--- config.mk ---
export PLATFORM = sky130hd
export DESIGN_NAME = planar_tile_to_packed_pixels_core
export DESIGN_NICKNAME = d
export VERILOG_FILES = /design/src/rtl/ptpp_pkg.sv /design/src/rtl/planar_tile_to_packed_pixels_core.sv /design/src/rtl/ptpp_ram.sv
export SDC_FILE = /design/constraint.sdc
export NUM_CORES = 1
export LEC_CHECK = 0
export ABC_AREA = 0
export BUFFER_PORTS_ARGS = -buffer_cell sky130_fd_sc_hd__buf_4
export CORE_MARGIN = 10
export CORE_UTILIZATION = 51
export DETAILED_ROUTE_END_ITERATION = 6
export MAX_ROUTING_LAYER = met4
export PLACE_DENSITY = 0.68
export SLEW_MARGIN = 40
export SYNTH_ARGS = -nofsm -noshare
export SYNTH_HDL_FRONTEND = slang
export SYNTH_SLANG_ARGS = --single-unit
--- constraint.sdc ---
create_clock -name i_clk -period 5.6 [get_ports i_clk]
set_clock_uncertainty 0.15 [all_clocks]
set_input_delay 0.56 -clock i_clk [delete_from_list [all_inputs] [get_ports i_clk]]
set_output_delay 0.56 -clock i_clk [all_outputs]
set_load 0.01 [all_outputs]
--- src/rtl/ptpp_pkg.sv ---
// ----------------------------------------------------------------------------
// ptpp_pkg: shared constants and gather functions
// Tile geometry, port widths and the planar-to-packed bit gather.
// ----------------------------------------------------------------------------
package ptpp_pkg;

    localparam int unsigned ROWS        = 16;
    localparam int unsigned ROW_W       = $clog2(ROWS);
    localparam int unsigned POS_W       = 7;           // byte index in a 128-byte tile
    localparam int unsigned TILE_CNT_W  = 20;
    localparam int unsigned STORE_W     = 32;
    localparam int unsigned HOLD_W      = 24;
    localparam int unsigned PENS        = 16;
    localparam int unsigned PIX_W       = 64;
    localparam int unsigned OUT_DATA_W  = 88;          // pixels, row, tile index

    localparam logic [1:0]       LAST_BYTE_OF_GROUP = 2'd3;
    localparam logic [ROW_W-1:0] LAST_ROW           = ROW_W'(ROWS - 1);
    localparam logic [PENS-1:0]  PEN_ZERO_CLEAR     = 16'hFFFE;

    // Pixel x takes pen {b3[x], b1[x], b2[x], b0[x]}; pixel 0 in the top nibble.
    function automatic logic [31:0] gather_half(input logic [7:0] b0, input logic [7:0] b1,
                                                input logic [7:0] b2, input logic [7:0] b3);
        logic [31:0] dw;
        dw = '0;
        for (int x = 0; x < 8; x++) begin
            dw[(7 - x) * 4 +: 4] = {b3[x], b1[x], b2[x], b0[x]};
        end
        return dw;
    endfunction

    // Set of pens used by eight packed pixels.
    function automatic logic [PENS-1:0] pens_used(input logic [31:0] dw);
        logic [PENS-1:0] m;
        m = '0;
        for (int x = 0; x < 8; x++) begin
            m[dw[x * 4 +: 4]] = 1'b1;
        end
        return m;
    endfunction

endpackage

--- src/rtl/planar_tile_to_packed_pixels_core.sv ---
// ----------------------------------------------------------------------------
// planar_tile_to_packed_pixels_core: 4-bitplane tile to packed 4bpp rows
// Converts 128-byte planar 16x16 tiles into sixteen 64-bit packed rows.
// ----------------------------------------------------------------------------
// One tile byte enters per cycle. The first 64 bytes of a tile (right halves
// of the rows) are assembled four at a time and written as one 32-bit word
// into a 16-entry RAM. In the second 64 bytes, the first byte of each group
// of four issues the RAM read for that row; the fourth byte completes the
// row, which is gathered and loaded into the output register in the same
// cycle. So each tile yields 16 words after 128 accepted bytes, and a row
// is presented in the cycle after its fourth byte is taken. The input side
// stalls only when a second-half fourth byte arrives while the output
// register still holds a row the downstream has not taken; every other
// byte is taken regardless. A RAM write (first half) and a RAM read (second
// half) never touch the same tile half at once, so no forwarding is needed.
// tile_class on the last row is 1 when the whole tile used pen 0 only.
// ----------------------------------------------------------------------------
module planar_tile_to_packed_pixels_core (
    input  logic        i_clk,
    input  logic        i_rst_n,
    input  logic        i_s_axis_tvalid,
    output logic        o_s_axis_tready,
    input  logic [7:0]  i_s_axis_tdata,    // [7:0] tile_byte
    output logic        o_m_axis_tvalid,
    input  logic        i_m_axis_tready,
    output logic [87:0] o_m_axis_tdata,    // [63:0] row_pixels, [67:64] row_number,
                                           // [87:68] tile_number
    output logic        o_m_axis_tlast,    // last_row
    output logic        o_m_axis_tuser     // tile_class
);

    // Tile walk state.
    logic [ptpp_pkg::POS_W-1:0]      r_pos, n_pos;
    logic [ptpp_pkg::HOLD_W-1:0]     r_hold, n_hold;
    logic [ptpp_pkg::PENS-1:0]       r_pen_mask, n_pen_mask;
    logic [ptpp_pkg::TILE_CNT_W-1:0] r_tile_cnt, n_tile_cnt;

    // Output register.
    logic                            r_out_valid, n_out_valid;
    logic [ptpp_pkg::PIX_W-1:0]      r_out_pix;
    logic [ptpp_pkg::ROW_W-1:0]      r_out_row;
    logic [ptpp_pkg::TILE_CNT_W-1:0] r_out_tile;
    logic                            r_out_last;
    logic                            r_out_class;

    logic                            in_acc;
    logic                            second_half;
    logic [1:0]                      grp;
    logic [ptpp_pkg::ROW_W-1:0]      row;
    logic                            row_byte;     // fourth byte of a second-half group
    logic                            emit;
    logic                            is_last;
    logic                            ram_we;
    logic                            ram_re;
    logic [ptpp_pkg::STORE_W-1:0]    ram_rdata;
    logic [31:0]                     left_dw;
    logic [31:0]                     right_dw;
    logic [ptpp_pkg::PENS-1:0]       row_pens;
    logic [ptpp_pkg::PENS-1:0]       tile_pens;

    assign second_half = r_pos[ptpp_pkg::POS_W-1];
    assign grp         = r_pos[1:0];
    assign row         = r_pos[ptpp_pkg::ROW_W+1:2];
    assign row_byte    = second_half && (grp == ptpp_pkg::LAST_BYTE_OF_GROUP);
    assign is_last     = (row == ptpp_pkg::LAST_ROW);

    // Take any byte, except a row-completing one while the output is stuck.
    assign o_s_axis_tready = !(row_byte && r_out_valid && !i_m_axis_tready);
    assign in_acc          = i_s_axis_tvalid && o_s_axis_tready;
    assign emit            = in_acc && row_byte;

    // Write a full right-half word on the fourth first-half byte; read it back
    // on the first byte of the matching second-half group.
    assign ram_we = in_acc && !second_half && (grp == ptpp_pkg::LAST_BYTE_OF_GROUP);
    assign ram_re = in_acc && second_half && (grp == 2'd0);

    ptpp_ram #(
        .WIDTH (ptpp_pkg::STORE_W),
        .DEPTH (ptpp_pkg::ROWS)
    ) u_store (
        .i_clk   (i_clk),
        .i_we    (ram_we),
        .i_waddr (row),
        .i_wdata ({i_s_axis_tdata, r_hold}),
        .i_re    (ram_re),
        .i_raddr (row),
        .o_rdata (ram_rdata)
    );

    // Gather both halves of the row.
    assign left_dw   = ptpp_pkg::gather_half(r_hold[7:0], r_hold[15:8], r_hold[23:16],
                                             i_s_axis_tdata);
    assign right_dw  = ptpp_pkg::gather_half(ram_rdata[7:0], ram_rdata[15:8],
                                             ram_rdata[23:16], ram_rdata[31:24]);
    assign row_pens  = ptpp_pkg::pens_used(left_dw) | ptpp_pkg::pens_used(right_dw);
    assign tile_pens = r_pen_mask | row_pens;

    always_comb begin
        n_pos      = r_pos;
        n_hold     = r_hold;
        n_pen_mask = r_pen_mask;
        n_tile_cnt = r_tile_cnt;
        if (in_acc) begin
            n_pos = r_pos + 1'b1;
            case (grp)
                2'd0:    n_hold[7:0]   = i_s_axis_tdata;
                2'd1:    n_hold[15:8]  = i_s_axis_tdata;
                2'd2:    n_hold[23:16] = i_s_axis_tdata;
                default: n_hold        = r_hold;
            endcase
        end
        if (emit) begin
            if (is_last) begin
                // Close the tile: drop the pen history, advance the index.
                n_pos      = '0;
                n_pen_mask = '0;
                n_tile_cnt = r_tile_cnt + 1'b1;
            end else begin
                n_pen_mask = tile_pens;
            end
        end
    end

    // Hold the row until taken; a new row may load in the cycle it leaves.
    always_comb begin
        n_out_valid = r_out_valid;
        if (emit) begin
            n_out_valid = 1'b1;
        end else if (i_m_axis_tready) begin
            n_out_valid = 1'b0;
        end
    end

    always_ff @(posedge i_clk) begin
        if (!i_rst_n) begin
            r_pos       <= '0;
            r_hold      <= '0;
            r_pen_mask  <= '0;
            r_tile_cnt  <= '0;
            r_out_valid <= 1'b0;
        end else begin
            r_pos       <= n_pos;
            r_hold      <= n_hold;
            r_pen_mask  <= n_pen_mask;
            r_tile_cnt  <= n_tile_cnt;
            r_out_valid <= n_out_valid;
        end
    end

    always_ff @(posedge i_clk) begin
        if (emit) begin
            r_out_pix   <= {left_dw, right_dw};
            r_out_row   <= row;
            r_out_tile  <= r_tile_cnt;
            r_out_last  <= is_last;
            r_out_class <= is_last && ((tile_pens & ptpp_pkg::PEN_ZERO_CLEAR) == '0);
        end
    end

    assign o_m_axis_tvalid = r_out_valid;
    assign o_m_axis_tdata  = {r_out_tile, r_out_row, r_out_pix};
    assign o_m_axis_tlast  = r_out_last;
    assign o_m_axis_tuser  = r_out_class;

    // The input stalls only behind a full, blocked output register.
    a_stall_cause: assert property (@(posedge i_clk) disable iff (!i_rst_n)
        !o_s_axis_tready |-> (o_m_axis_tvalid && !i_m_axis_tready))
        else $error("input stalled without a blocked output row");

    // Closing a tile rewinds the walk and clears the pen history.
    a_tile_close: assert property (@(posedge i_clk) disable iff (!i_rst_n)
        (emit && is_last) |=> (r_pos == '0 && r_pen_mask == '0))
        else $error("tile walk did not rewind after the last row");

    // The invisible flag only rides on a last row.
    a_class_last: assert property (@(posedge i_clk) disable iff (!i_rst_n)
        (o_m_axis_tvalid && o_m_axis_tuser) |-> o_m_axis_tlast)
        else $error("tile class flagged on a row other than the last");

    // The last-row flag is set exactly when the row number is the last row.
    a_row_last: assert property (@(posedge i_clk) disable iff (!i_rst_n)
        o_m_axis_tvalid |-> (o_m_axis_tlast == (o_m_axis_tdata[67:64] == ptpp_pkg::LAST_ROW)))
        else $error("last row flag disagrees with row number");

endmodule

--- src/rtl/ptpp_ram.sv ---
// ----------------------------------------------------------------------------
// ptpp_ram: generic single-write, single-read synchronous RAM
// One write port and one read port; read data registered, held between reads.
// ----------------------------------------------------------------------------
module ptpp_ram #(
    parameter int unsigned WIDTH = 32,
    parameter int unsigned DEPTH = 16
) (
    input  logic                     i_clk,
    input  logic                     i_we,
    input  logic [$clog2(DEPTH)-1:0] i_waddr,
    input  logic [WIDTH-1:0]         i_wdata,
    input  logic                     i_re,
    input  logic [$clog2(DEPTH)-1:0] i_raddr,
    output logic [WIDTH-1:0]         o_rdata
);

    logic [WIDTH-1:0] r_mem [DEPTH];
    logic [WIDTH-1:0] r_rdata;

    always_ff @(posedge i_clk) begin
        if (i_we) begin
            r_mem[i_waddr] <= i_wdata;
        end
        if (i_re) begin
            r_rdata <= r_mem[i_raddr];
        end
    end

    assign o_rdata = r_rdata;

endmodule
==> impl_metrics.tcl <==
set metrics [dict create \
    synthFlopType "edfxtp_1" \
    final_hold_viol_count 0 \
    ctsHoldBuffers 0 \
    grt_setup_unrepaired "false" \
    startpoint_type "flip-flop" \
    clockBufferDepth 3 \
    dp_hpwl_mm 47.8 \
    crit_type "flip-flop to flip-flop" \
    vdd_drop_max_v 0.000239 \
    yosys.area_share.simple_pct 9.73 \
    synth_fa_ha_area_share_pct 0.220 \
    ys_warn_count 0 \
    synth_area_um2 28500 \
    muxShareOfSynthArea_pct 12.7 \
    ys_types 69 \
    drt-total-wl_mm 80.4 \
    synth_nets 1588 \
    htree_levels 3 \
    cts_sinks 701 \
    cts_resized 0 \
    die_x_um 256 \
    crit_fanout 12 \
    max-slew-margin-rel_pct 35.1 \
    yosys.area_share.xor_xnor_pct 0.615 \
    slew_violations 0 \
    row_count 86 \
    synth-edff-count 634 \
    track_usage_pct 25.0 \
    routedWlPerCell_um 32.0 \
    drt-pass1-iter-count 6 \
    cts_tree "built" \
    nNetsFinal 1725 \
    p_leak_nw 10.4 \
    crit_path_end_kind "flip-flop" \
    tns_ns 0 \
    avgSynthCellArea_um2 18.1 \
    drive_gt1_share_pct 26.6 \
    drt.antenna.violating_nets 0 \
    drt_iter0_markers 2002 \
    design.portCount 104 \
    seq_area_frac_synth_pct 71.6 \
    max_freq_mhz 288 \
    io_buffers 103 \
    vias_per_cell 6.63 \
    die_y_um 256 \
    grt_overflow 0 \
    path_clk_slew_ns 0.06 \
    grt_pass1_wl_mm 117 \
    fillers 3992 \
    synthToLayoutAreaGrowth_pct 15.5 \
    grt_max_degree 76 \
    start_util_pct 51.6 \
    cap_violations 0 \
    arrival_ns 3.75 \
    coreArea_um2 55200 \
    worst_hold_slack_ns 0.220 \
    dieArea_um2 65700 \
    worstPathRequired_ns 5.87 \
    status "completed" \
    hold_path_class "input port to flip-flop" \
    worst_pin_slew_ns 0.973 \
    finalCritPeriodShare_pct 62.0 \
    synth_top_family_by_area "multiplexers" \
    cts_buffers 72 \
    clockRootBuffer "clkbuf_16" \
    syn_inst 1571 \
    period_needed_ns 3.47 \
    drcViolationCount 0 \
    async_flop_share_pct 0 \
    setup_viol 0 \
    vias 16700 \
    synth_compound_area_share_pct 3.03 \
    place.gp.congestion 0.956 \
    ys_ff_latch 701 \
    grt_pass1_vias 16800 \
    clk_latency_ns 0.63 \
    antenna_found_initial 2 \
    post_cts_buffers 0 \
    power.density_nw_per_um2 324 \
]
## worst max-delay path, stage by stage, from the launching register on
cell,delay [ns]
edfxtp_1,0.81
nor2b_1,0.33
a2111oi_0,0.52
nand4_1,0.26
nor4_1,0.64
nand4_1,0.33
nor4_1,0.24
## metal layers
metal	share of wire [%]	track usage [%]	vias to the layer above
met2	47	37.6	1045
met4	4.0	10.3	0
met3	9.8	5.41	267
li1	-	-	6767
met1	39	32.9	8601
met5	0	-	-
## flip-flops by register name, summed over array words and instances (netlist names), 6 cells and up, named ones only
| register | flops |
|---|---|
| r_tile_cnt | 20 |
| r_pos | 6 |
| r_out_tile | 20 |
| r_hold | 24 |
| r_out_pix | 64 |
| u_store.r_mem | 512 |
| u_store.o_rdata | 32 |
| r_pen_mask | 15 |
## placed cells by master (no fill, tap or decap), drive strengths merged, types with 18 or more instances in the layout
master / Yosys / layout
nand4: 40 / 40
nand4b: 34 / 34
nor2: 58 / 58
inv: 19 / 24
a2111oi: 18 / 18
clkbuf: 47 / 107
mux4: 160 / 160
a21boi: 28 / 28
nor2b: 21 / 21
edfxtp: 634 / 634
dfxtp: 67 / 67
nor4bb: 42 / 42
buf: 65 / 175
nor4b: 34 / 34
nand3: 36 / 36
and2: 20 / 20
nor3: 28 / 28
nand2: 59 / 59
## layout make-up
| type | count | area, µm² | share of cell area (%) |
|---|---|---|---|
| Antenna cell | 1 | 2.50 | 0.00761 |
| Clock buffer | 107 | 2110 | 6.42 |
| Clock inverter | 25 | 196 | 0.597 |
| Inverter | 19 | 76.3 | 0.232 |
| Multi-Input combinational cell | 739 | 7610 | 23.2 |
| Sequential cell | 701 | 20400 | 62.0 |
| Tap cell | 748 | 936 | 2.85 |
| Timing Repair Buffer | 175 | 1550 | 4.71 |
## cell families (layout without fill, tap and decap cells)
group,count (synthesis),after routing
AND/OR/NAND/NOR,438,438
flip-flops,701,701
adder cells (fa/ha/maj),5,5
AO/OA/AOI/OAI,114,114
buffers and inverters,131,326
multiplexers,162,162
other,0,1
XOR/XNOR,20,20
## power by group
part / internal (mW) / switching, mW / total (mW)
clock network: 2.72 / 1.96 / 4.67
logic: 0.0816 / 0.192 / 0.274
registers: 5.69 / 0.0227 / 5.72
## cells in the mapped netlist, drive strengths merged (3+ instances only)
library cell | instances | share of area (%)
a2111oi | 18 | 0.58
a21boi | 28 | 0.74
a21oi | 8 | 0.14
a31oi | 11 | 0.24
a32oi | 4 | 0.12
and2 | 20 | 0.44
and3 | 9 | 0.20
and4 | 5 | 0.15
buf | 65 | 1.2
clkbuf | 47 | 0.62
dfxtp | 67 | 4.7
edfxtp | 634 | 67
ha | 5 | 0.22
inv | 19 | 0.25
mux4 | 160 | 13
nand2 | 59 | 0.78
nand2b | 16 | 0.35
nand3 | 36 | 0.65
nand3b | 5 | 0.13
nand4 | 40 | 0.93
nand4b | 34 | 1.0
nor2 | 58 | 0.76
nor2b | 21 | 0.46
nor3 | 28 | 0.49
nor4 | 12 | 0.29
nor4b | 34 | 1.0
nor4bb | 42 | 1.5
o2111ai | 4 | 0.12
o21ai | 13 | 0.23
o311ai | 3 | 0.092
o31ai | 3 | 0.079
o32ai | 6 | 0.18
or3 | 8 | 0.18
xnor2 | 12 | 0.37
xor2 | 8 | 0.25
## metrics by stage
| stage | std cells | utilization [%] | setup slack (ns) | cell area [µm²] | power [mW] |
|---|---|---|---|---|---|
| floorplan | 1571 | - | 1.28 | 28500 | 5.97 |
| global route | 2515 | 59.6 | 2.10 | 32900 | 11.0 |
| detailed placement | 2381 | 55.3 | 2.30 | 30500 | 6.09 |
| finish | 2515 | 59.6 | 2.13 | 32900 | 10.7 |
| global placement | 2365 | 54.7 | 2.09 | 30200 | 6.08 |
| CTS | 2513 | 59.5 | 2.29 | 32800 | 10.7 |
## final timing paths
| path | cells past startpoint | end | start | slack, ns |
|---|---|---|---|---|
| setup / recovery | 6 | o_m_axis_tuser | u_store.o_rdata[9] | 2.13 |
| hold / removal | 3 | o_m_axis_tvalid | i_m_axis_tready | 0.22 |
| setup reg to reg | 6 | o_m_axis_tuser | u_store.o_rdata[9] | 2.13 |
| hold reg to reg | 0 | r_out_tile[18] | r_tile_cnt[18] | 0.32 |
No activity file was read; power rests on OpenSTA's default activity.
